$ cat config.mk
export PLATFORM = sky130hd
export DESIGN_NAME = sorted_priority_queue_flat
export DESIGN_NICKNAME = d
export VERILOG_FILES = /design/src/rtl/spq_pkg.sv /design/src/rtl/spq_in_if.sv /design/src/rtl/spq_out_if.sv /design/src/rtl/spq_cell.sv /design/src/rtl/sorted_priority_queue.sv /design/src/flat_wrapper.sv
export VERILOG_INCLUDE_DIRS = /design/src /design/src/rtl
export SDC_FILE = /design/constraint.sdc
export NUM_CORES = 2
export LEC_CHECK = 0
export ABC_CLOCK_PERIOD_IN_PS = 7100
export BUFFER_PORTS_ARGS = -buffer_cell sky130_fd_sc_hd__buf_4
export CORE_MARGIN = 2
export CORE_UTILIZATION = 35
export CTS_CLUSTER_SIZE = 28
export DETAILED_ROUTE_END_ITERATION = 7
export PLACE_DENSITY = 0.47
export SLEW_MARGIN = 0
export SYNTH_ARGS = -nofsm -noshare
export SYNTH_HDL_FRONTEND = slang
export SYNTH_SLANG_ARGS = --single-unit
$ cat constraint.sdc
create_clock -name clk_i -period 7.1 [get_ports clk_i]
set_input_delay 1.065 -clock clk_i [delete_from_list [all_inputs] [get_ports clk_i]]
set_output_delay 1.065 -clock clk_i [all_outputs]
set_load 0.01 [all_outputs]
$ cat src/rtl/assert_macros.svh
// Assertion helper macros used by sorted_priority_queue.
// No dependencies.
`ifndef ASSERT_MACROS_SVH
`define ASSERT_MACROS_SVH

// Clocked property, disabled while reset is asserted.
`define SPQ_ASSERT(label, clk, rst_n, prop, msg) \
  label: assert property (@(posedge clk) disable iff (!rst_n) (prop)) \
    else $error(msg);

// Clocked property evaluated during reset as well.
`define SPQ_ASSERT_ALWAYS(label, clk, prop, msg) \
  label: assert property (@(posedge clk) (prop)) else $error(msg);

`endif

$ cat src/rtl/spq_pkg.sv
// Sorted priority queue package: sizes, opcodes, status codes, entry and cell control types.
// No dependencies.
package spq_pkg;

  localparam int unsigned Depth = 16;
  localparam int unsigned CntW  = $clog2(Depth + 1);

  localparam logic [1:0] OpInsert = 2'd0;
  localparam logic [1:0] OpDelete = 2'd1;
  localparam logic [1:0] OpDump   = 2'd2;

  localparam logic [2:0] StInserted  = 3'd0;
  localparam logic [2:0] StFull      = 3'd1;
  localparam logic [2:0] StDeleted   = 3'd2;
  localparam logic [2:0] StUnderflow = 3'd3;
  localparam logic [2:0] StDump      = 3'd4;
  localparam logic [2:0] StEmpty     = 3'd5;

  typedef struct packed {
    logic signed [15:0] prio;
    logic signed [31:0] value;
  } entry_t;

  typedef enum logic [1:0] {
    CmdHold,
    CmdInsert,
    CmdShiftLeft,
    CmdRotate
  } cell_cmd_e;

  // Per-cell control derived from the fill count.
  typedef struct packed {
    logic occupied;
    logic tail;
  } cell_ctrl_t;

endpackage

$ cat src/rtl/spq_in_if.sv
// Input channel of the sorted priority queue: valid/ready plus request payload.
// No dependencies.
interface spq_in_if;
  logic               valid;
  logic               ready;
  logic [1:0]         opcode;
  logic signed [31:0] value_in;
  logic signed [15:0] priority_in;

  modport source (output valid, opcode, value_in, priority_in, input ready);
  modport sink   (input valid, opcode, value_in, priority_in, output ready);
endinterface

$ cat src/rtl/spq_out_if.sv
// Output channel of the sorted priority queue: valid/ready plus result payload.
// No dependencies.
interface spq_out_if;
  logic               valid;
  logic               ready;
  logic [2:0]         status;
  logic signed [31:0] value_out;
  logic signed [15:0] priority_out;
  logic               last;

  modport source (output valid, status, value_out, priority_out, last, input ready);
  modport sink   (input valid, status, value_out, priority_out, last, output ready);
endinterface

$ cat src/rtl/spq_cell.sv
// One storage cell of the queue chain: holds an entry, inserts, shifts, rotates.
// Depends on spq_pkg.
module spq_cell (
  input  logic               clk_i,
  input  spq_pkg::cell_cmd_e cmd_i,
  input  spq_pkg::cell_ctrl_t ctrl_i,
  input  spq_pkg::entry_t    new_i,
  input  logic               left_keep_i,
  input  spq_pkg::entry_t    left_i,
  input  spq_pkg::entry_t    right_i,
  input  spq_pkg::entry_t    wrap_i,
  output logic               keep_o,
  output spq_pkg::entry_t    entry_o
);
  import spq_pkg::*;

  entry_t entry_q, entry_d;

  // Stays in place on insert: occupied and not behind the new entry.
  assign keep_o = ctrl_i.occupied && ($signed(entry_q.prio) <= $signed(new_i.prio));

  always_comb begin
    entry_d = entry_q;
    unique case (cmd_i)
      CmdInsert: begin
        if (!keep_o) begin
          entry_d = left_keep_i ? new_i : left_i;
        end
      end
      CmdShiftLeft: entry_d = right_i;
      CmdRotate:    entry_d = ctrl_i.tail ? wrap_i : right_i;
      default:      entry_d = entry_q;
    endcase
  end

  always_ff @(posedge clk_i) begin
    entry_q <= entry_d;
  end

  assign entry_o = entry_q;

endmodule

$ cat src/rtl/sorted_priority_queue.sv
// Sorted priority queue top level: chain of spq_cell plus fill count and output register.
// Depends on spq_pkg, spq_in_if, spq_out_if, spq_cell, assert_macros.svh.
//
// Usage:
//   in_i carries one request per transaction: insert (value, priority),
//   delete front, or dump. out_o returns result transactions; last marks
//   the final result of a request. Smaller priority leaves first, ties in
//   arrival order. Capacity is Depth entries.
//   Insert and delete update the cell chain on acceptance; the result sits
//   in the output register in the cycle after acceptance, and a new request
//   is taken every cycle while results are drained.
//   Dump latches the count, then the chain rotates by one cell per cycle
//   while the output is free, streaming the front cell, and is back in order
//   after count steps; the first entry is registered once dump_q is set.
//   No request is taken while a dump is streaming.
//   Empty dump, underflow and full-insert give one status result each.
//   Opcode 3 is taken and produces nothing.
//   When out_o.ready is low with a valid result, the output register holds and in_i.ready drops.
//   Reset empties the queue (count to zero) and clears the output valid.
`include "assert_macros.svh"
module sorted_priority_queue (
  input  logic clk_i,
  input  logic rst_ni,
  spq_in_if.sink    in_i,
  spq_out_if.source out_o
);
  import spq_pkg::*;

  logic [CntW-1:0] count_q, count_d;
  logic [CntW-1:0] rem_q, rem_d;
  logic            dump_q, dump_d;
  logic            out_valid_q, out_valid_d;
  logic [2:0]      status_q, status_d;
  entry_t          res_q, res_d;
  logic            last_q, last_d;

  cell_cmd_e   cmd;
  entry_t      new_entry;
  entry_t      cell_entry [Depth];
  logic        cell_keep  [Depth];
  cell_ctrl_t  cell_ctrl  [Depth];

  logic out_free, acc, is_full, is_empty;

  assign out_free  = !out_valid_q || out_o.ready;
  assign in_i.ready = !dump_q && out_free;
  assign acc       = in_i.valid && in_i.ready;
  assign is_full   = (count_q == CntW'(Depth));
  assign is_empty  = (count_q == '0);

  assign new_entry.prio  = in_i.priority_in;
  assign new_entry.value = in_i.value_in;

  for (genvar i = 0; i < Depth; i++) begin : g_cell
    assign cell_ctrl[i].occupied = (CntW'(i) < count_q);
    assign cell_ctrl[i].tail     = (CntW'(i + 1) == count_q);

    if (i == 0) begin : g_head
      spq_cell u_cell (
        .clk_i       (clk_i),
        .cmd_i       (cmd),
        .ctrl_i      (cell_ctrl[i]),
        .new_i       (new_entry),
        .left_keep_i (1'b1),
        .left_i      (new_entry),
        .right_i     (cell_entry[i + 1]),
        .wrap_i      (cell_entry[0]),
        .keep_o      (cell_keep[i]),
        .entry_o     (cell_entry[i])
      );
    end else if (i == Depth - 1) begin : g_end
      spq_cell u_cell (
        .clk_i       (clk_i),
        .cmd_i       (cmd),
        .ctrl_i      (cell_ctrl[i]),
        .new_i       (new_entry),
        .left_keep_i (cell_keep[i - 1]),
        .left_i      (cell_entry[i - 1]),
        .right_i     (cell_entry[0]),
        .wrap_i      (cell_entry[0]),
        .keep_o      (cell_keep[i]),
        .entry_o     (cell_entry[i])
      );
    end else begin : g_mid
      spq_cell u_cell (
        .clk_i       (clk_i),
        .cmd_i       (cmd),
        .ctrl_i      (cell_ctrl[i]),
        .new_i       (new_entry),
        .left_keep_i (cell_keep[i - 1]),
        .left_i      (cell_entry[i - 1]),
        .right_i     (cell_entry[i + 1]),
        .wrap_i      (cell_entry[0]),
        .keep_o      (cell_keep[i]),
        .entry_o     (cell_entry[i])
      );
    end
  end

  always_comb begin
    cmd         = CmdHold;
    count_d     = count_q;
    rem_d       = rem_q;
    dump_d      = dump_q;
    out_valid_d = out_valid_q;
    status_d    = status_q;
    res_d       = res_q;
    last_d      = last_q;

    if (out_free) begin
      out_valid_d = 1'b0;
    end

    if (acc) begin
      unique case (in_i.opcode)
        OpInsert: begin
          out_valid_d = 1'b1;
          res_d       = '0;
          last_d      = 1'b1;
          if (is_full) begin
            status_d = StFull;
          end else begin
            status_d = StInserted;
            cmd      = CmdInsert;
            count_d  = count_q + CntW'(1);
          end
        end
        OpDelete: begin
          out_valid_d = 1'b1;
          last_d      = 1'b1;
          if (is_empty) begin
            status_d = StUnderflow;
            res_d    = '0;
          end else begin
            status_d = StDeleted;
            res_d    = cell_entry[0];
            cmd      = CmdShiftLeft;
            count_d  = count_q - CntW'(1);
          end
        end
        OpDump: begin
          if (is_empty) begin
            out_valid_d = 1'b1;
            status_d    = StEmpty;
            res_d       = '0;
            last_d      = 1'b1;
          end else begin
            dump_d = 1'b1;
            rem_d  = count_q;
          end
        end
        default: ;
      endcase
    end else if (dump_q && out_free) begin
      cmd         = CmdRotate;
      out_valid_d = 1'b1;
      status_d    = StDump;
      res_d       = cell_entry[0];
      last_d      = (rem_q == CntW'(1));
      rem_d       = rem_q - CntW'(1);
      if (rem_q == CntW'(1)) begin
        dump_d = 1'b0;
      end
    end
  end

  always_ff @(posedge clk_i or negedge rst_ni) begin
    if (!rst_ni) begin
      count_q     <= '0;
      rem_q       <= '0;
      dump_q      <= 1'b0;
      out_valid_q <= 1'b0;
    end else begin
      count_q     <= count_d;
      rem_q       <= rem_d;
      dump_q      <= dump_d;
      out_valid_q <= out_valid_d;
    end
  end

  always_ff @(posedge clk_i) begin
    status_q <= status_d;
    res_q    <= res_d;
    last_q   <= last_d;
  end

  assign out_o.valid        = out_valid_q;
  assign out_o.status       = status_q;
  assign out_o.value_out    = res_q.value;
  assign out_o.priority_out = res_q.prio;
  assign out_o.last         = last_q;

  `SPQ_ASSERT(a_count_bound, clk_i, rst_ni, count_q <= CntW'(Depth), "count above depth")
  `SPQ_ASSERT(a_dump_rem, clk_i, rst_ni, dump_q |-> (rem_q != '0 && rem_q <= count_q),
    "dump remainder out of range")
  `SPQ_ASSERT(a_full_reject, clk_i, rst_ni,
    (acc && in_i.opcode == OpInsert && is_full) |=> (out_valid_q && status_q == StFull
      && $stable(count_q)), "full insert not rejected")
  `SPQ_ASSERT(a_dump_end, clk_i, rst_ni,
    (dump_q && out_free && rem_q == CntW'(1)) |=> (!dump_q && out_valid_q && last_q),
    "dump did not end with last")

endmodule
$ cat src/flat_wrapper.sv
// flat-port wrapper written by rule: the top's interface ports become plain ports
module sorted_priority_queue_flat import spq_pkg::*;
  (clk_i, rst_ni, in_i_valid, in_i_opcode, in_i_value_in, in_i_priority_in, in_i_ready, out_o_valid, out_o_status, out_o_value_out, out_o_priority_out, out_o_last, out_o_ready);
  spq_in_if in_i_i ();
  spq_out_if out_o_i ();
  input  logic clk_i;
  input  logic rst_ni;
  input wire logic [$bits(in_i_i.valid)-1:0] in_i_valid;
  input wire logic [$bits(in_i_i.opcode)-1:0] in_i_opcode;
  input wire logic [$bits(in_i_i.value_in)-1:0] in_i_value_in;
  input wire logic [$bits(in_i_i.priority_in)-1:0] in_i_priority_in;
  output wire logic [$bits(in_i_i.ready)-1:0] in_i_ready;
  output wire logic [$bits(out_o_i.valid)-1:0] out_o_valid;
  output wire logic [$bits(out_o_i.status)-1:0] out_o_status;
  output wire logic [$bits(out_o_i.value_out)-1:0] out_o_value_out;
  output wire logic [$bits(out_o_i.priority_out)-1:0] out_o_priority_out;
  output wire logic [$bits(out_o_i.last)-1:0] out_o_last;
  input wire logic [$bits(out_o_i.ready)-1:0] out_o_ready;
  assign in_i_i.valid = in_i_valid;
  assign in_i_i.opcode = in_i_opcode;
  assign in_i_i.value_in = in_i_value_in;
  assign in_i_i.priority_in = in_i_priority_in;
  assign in_i_ready = in_i_i.ready;
  assign out_o_valid = out_o_i.valid;
  assign out_o_status = out_o_i.status;
  assign out_o_value_out = out_o_i.value_out;
  assign out_o_priority_out = out_o_i.priority_out;
  assign out_o_last = out_o_i.last;
  assign out_o_i.ready = out_o_ready;
  sorted_priority_queue u_core (.clk_i(clk_i), .rst_ni(rst_ni), .in_i(in_i_i), .out_o(out_o_i));
endmodule
==> run_results.csv <==
group,metric,value,unit
synthesis,synth-seq-area-share,0.465,
timing,hold_ws,0.168,ns
floorplanning,die_area,156000,um^2
synthesis,synth_edf_count,820,
setup_path,endpoint_kind,"flip-flop",
floorplanning,rows,143,
route,drt_iter0_drc,5277,
setup_path,cp_slowest_cell,"buf_4",
floorplanning,num_io_pins,108,
layout,final_nets,5354,
route,vias_per_cell,6.34,
timing,drv_slew,0,
synthesis,ys_ff_latch,832,
setup_path,path_cells,"buf_4, inv_1, buf_4, ha_1, nand4_1, nor3_1, o21ai_0, a41oi_4, buf_4, buf_4, mux2i_1, a21oi_1",
outcome,status,"completed",
floorplanning,die_w,395,um
synthesis,synthesis.area,53600,um^2
synthesis,yosys_warnings,0,
route,routed_wl,234,mm
floorplanning,die_y,395,um
min_path,hp-class,"in -> async",
setup_path,reg2reg_depth,9,
layout,n_fill_cell,14900,
power,power.leakage,22.2,nW
setup_path,critical-path-top-delay-family,"buffers and inverters",
setup_path,worstReg2RegEnd,"u_core.g_cell[9].g_mid.u_cell.entry_o[38]",
clock_network,cts_max_level,3,
route,num_vias,45300,
route,first_pass_iters,5,
timing,hold_viol,0,
clock_network,numCtsBuffers,103,
global_routing,grt_pass1_vias,42000,
setup_path,cp-start-kind,"input pin",
setup_path,crit_type,"in -> reg",
synthesis,syn_inst,5231,
clock_network,post_cts_buffers,0,
place,port_buffers,107,
place,hpwl,142,mm
synthesis,ys_async_sr_fraction,0.0144,
clock_network,cts_root_buf,"clkbuf_16",
synthesis,synth.distinct_cells,74,
route,drcViolationCount,0,
clock_network,postCtsHoldBufs,0,
timing,rsz0062_at_grt,"no",
place,place_congestion,1.00,
clock_network,insertion_delay,0.75,ns
global_routing,grt_usage,0.290,
power,p_per_area,628,nW/um^2
setup_path,regToRegSetupSlack,2.72,ns
timing,slew-limit-headroom,0.109,
clock_network,clock-sinks,832,
timing,fin_crit_sh,0.659,
setup_path,arrival,5.12,ns
route,avgRoutedWirePerCell,32.7,um
clock_network,cts_tree,"built",
clock_network,cts_resized,0,
clock_network,clk_pin_slew_worst_paths,0.06,ns
layout,drive_gt1_frac,0.112,
floorplanning,core,152000,um^2
flow_run,max_cap_violations,0,
setup_path,path_max_fanout,28,
clock_network,clk_path_buf_depth,3,
layout,seq_area,24900,um^2
timing,clock.fmax,0.214,GHz
floorplanning,start_util,0.353,
layout,multi_input_area,26700,um^2
timing,worst_pin_slew,1.33,ns
timing,setup_viol,0,
synthesis,synth_nets,5552,
synthesis,avgSynthCellArea,10.3,um^2
setup_path,required,7.54,ns
timing,skew,0.0299,ns
global_routing,grt-ovfl-total,0,
global_routing,grt_pass1_wl,328,mm
setup_path,path_common_cell,"buf_4",
timing,fin_setup_tns,0,ns
layout,area_growth,11.2,%
setup_path,cpPeakStageDelay,0.82,ns
power,vdd_drop_max,0.451,mV
global_routing,grt_max_degree,186,
setup_path,timing.rr.start,"u_core.g_cell[8].g_mid.u_cell.entry_o[47]",
synthesis,ys.flop_type,"edfxtp_1",
route,ant_nets,0,
global_routing,antenna_found_initial,9,
timing,period_needed,4.68,ns
setup_path,cp.buffers_inverters,5,
[cell families (layout without fill, tap and decap cells)]
kind of cell	Yosys count	after routing	share of synthesized area
other cells	0	5	0
flops	832	832	0.465
mux	541	541	0.102
buf+inv	624	510	0.0489
fa+ha+maj	267	267	0.0623
simple gates	1338	1338	0.116
xor+xnor	5	5	0.000817
compound gates	1624	1624	0.205
[how the worst max path moves through the flow]
stage	from	endpoint	slack, ns	depth (start not counted)
finish	in_i_priority_in[8]	u_core.g_cell[6].g_mid.u_cell.entry_o[5]	2.42	12
detailed placement	in_i_priority_in[8]	u_core.g_cell[6].g_mid.u_cell.entry_o[14]	1.72	12
global placement	in_i_priority_in[8]	u_core.g_cell[9].g_mid.u_cell.entry_o[39]	1.62	12
global route	in_i_priority_in[11]	u_core.g_cell[11].g_mid.u_cell.entry_o[26]	2.29	11
CTS	in_i_priority_in[8]	u_core.g_cell[6].g_mid.u_cell.entry_o[5]	2.52	12
floorplan	in_i_priority_in[11]	u_core.g_cell[14].g_mid.u_cell.entry_o[0]	0.03	11
[flip-flops by register name, summed over array words and instances (netlist names), named ones only]
| register | flops |
|---|---|
| u_core.g_cell.g_head.u_cell.entry_o | 48 |
| u_core.out_o.priority_out | 16 |
| u_core.dump_q | 1 |
| u_core.rem_q | 5 |
| u_core.count_q | 5 |
| u_core.out_o.last | 1 |
| u_core.out_o.value_out | 32 |
| u_core.g_cell.g_mid.u_cell.entry_o | 672 |
| u_core.out_o.status | 3 |
| u_core.g_cell.g_end.u_cell.entry_o | 48 |
[layout make-up]
| cell class | count | share of cell area |
|---|---|---|
| antenna | 5 | 0.000210 |
| clock buffer | 124 | 0.0452 |
| clock inverter | 65 | 0.00877 |
| inverter | 85 | 0.00535 |
| multi-input combinational | 3775 | 0.447 |
| sequential | 832 | 0.418 |
| tap | 2030 | 0.0426 |
| timing repair buffer | 236 | 0.0328 |
[stage by stage]
step | instances | instance area [um^2] | power (W) | utilization | worst slack, ns
3_5_place_dp | 6958 | 56400 | 0.0317 | 0.371 | 1.72
6_report | 7152 | 59700 | 0.0375 | 0.392 | 2.42
2_1_floorplan | 5231 | 53600 | 0.0239 | - | 0.0331
4_1_cts | 7147 | 59600 | 0.0371 | 0.392 | 2.52
3_3_place_gp | 6958 | 56400 | 0.0316 | 0.371 | 1.62
5_1_grt | 7149 | 59600 | 0.0392 | 0.392 | 2.29
[metal layers]
metal  GRT usage  vias to the layer above  share of wire
li1            -                    19900              -
met1       0.408                    22700           0.43
met2       0.447                     2362           0.45
met3      0.0496                      412          0.083
met4       0.102                        4          0.034
met5           0                        -       0.000098
[where the power goes]
part | total [W] | switching (W) | internal, W
clock network | 0.00528 | 0.00233 | 0.00295
logic | 0.0195 | 0.0132 | 0.00632
registers | 0.0127 | 0.00250 | 0.0102
[Yosys cell counts, drive strengths merged, types with 56 or more instances]
| cell | count | area share |
|---|---|---|
| mux2 | 60 | 0.013 |
| clkbuf | 326 | 0.023 |
| o211ai | 56 | 0.0078 |
| edfxtp | 820 | 0.46 |
| a22oi | 87 | 0.012 |
| a211oi | 237 | 0.033 |
| a31oi | 58 | 0.0068 |
| nand2 | 407 | 0.028 |
| mux2i | 481 | 0.090 |
| a21oi | 417 | 0.039 |
| nor2b | 176 | 0.021 |
| o21ai | 320 | 0.030 |
| a221oi | 276 | 0.047 |
| buf | 213 | 0.020 |
| nor3 | 253 | 0.024 |
| ha | 267 | 0.062 |
| nor2 | 336 | 0.024 |
[cell usage in the layout (no fill, tap or decap), types with 47 or more instances in the layout]
cell       synthesis  layout
ha_1             267     267
nor2_1           336     334
a211oi_1         237     237
mux2i_1          481     480
a22oi_1           87      87
o211ai_1          56      56
clkbuf_16          0     105
a31oi_1           58      52
nor3_1           252     251
nand4_1           51      51
inv_1             48      48
a21o_1            51      50
nand2_1          407     397
a21oi_1          417     414
buf_4             10     221
edfxtp_1         820     820
o221a_2           48      47
mux2_2            60      60
nor2b_1          176     176
a221oi_1         257     257
o21ai_0          319     304
clkinv_1          37      66
[worst register-to-register path: stages (launching register included)]
cell and delay [ns]:
edfxtp_1 0.52, ha_1 0.45, nand4_1 0.33, nor4_1 0.62, a21boi_0 0.39, o21bai_1 0.15
a31oi_4 0.86, buf_12 0.38, nor3_1 0.10, a221oi_1 0.34
(Power assumes the default switching activity.)
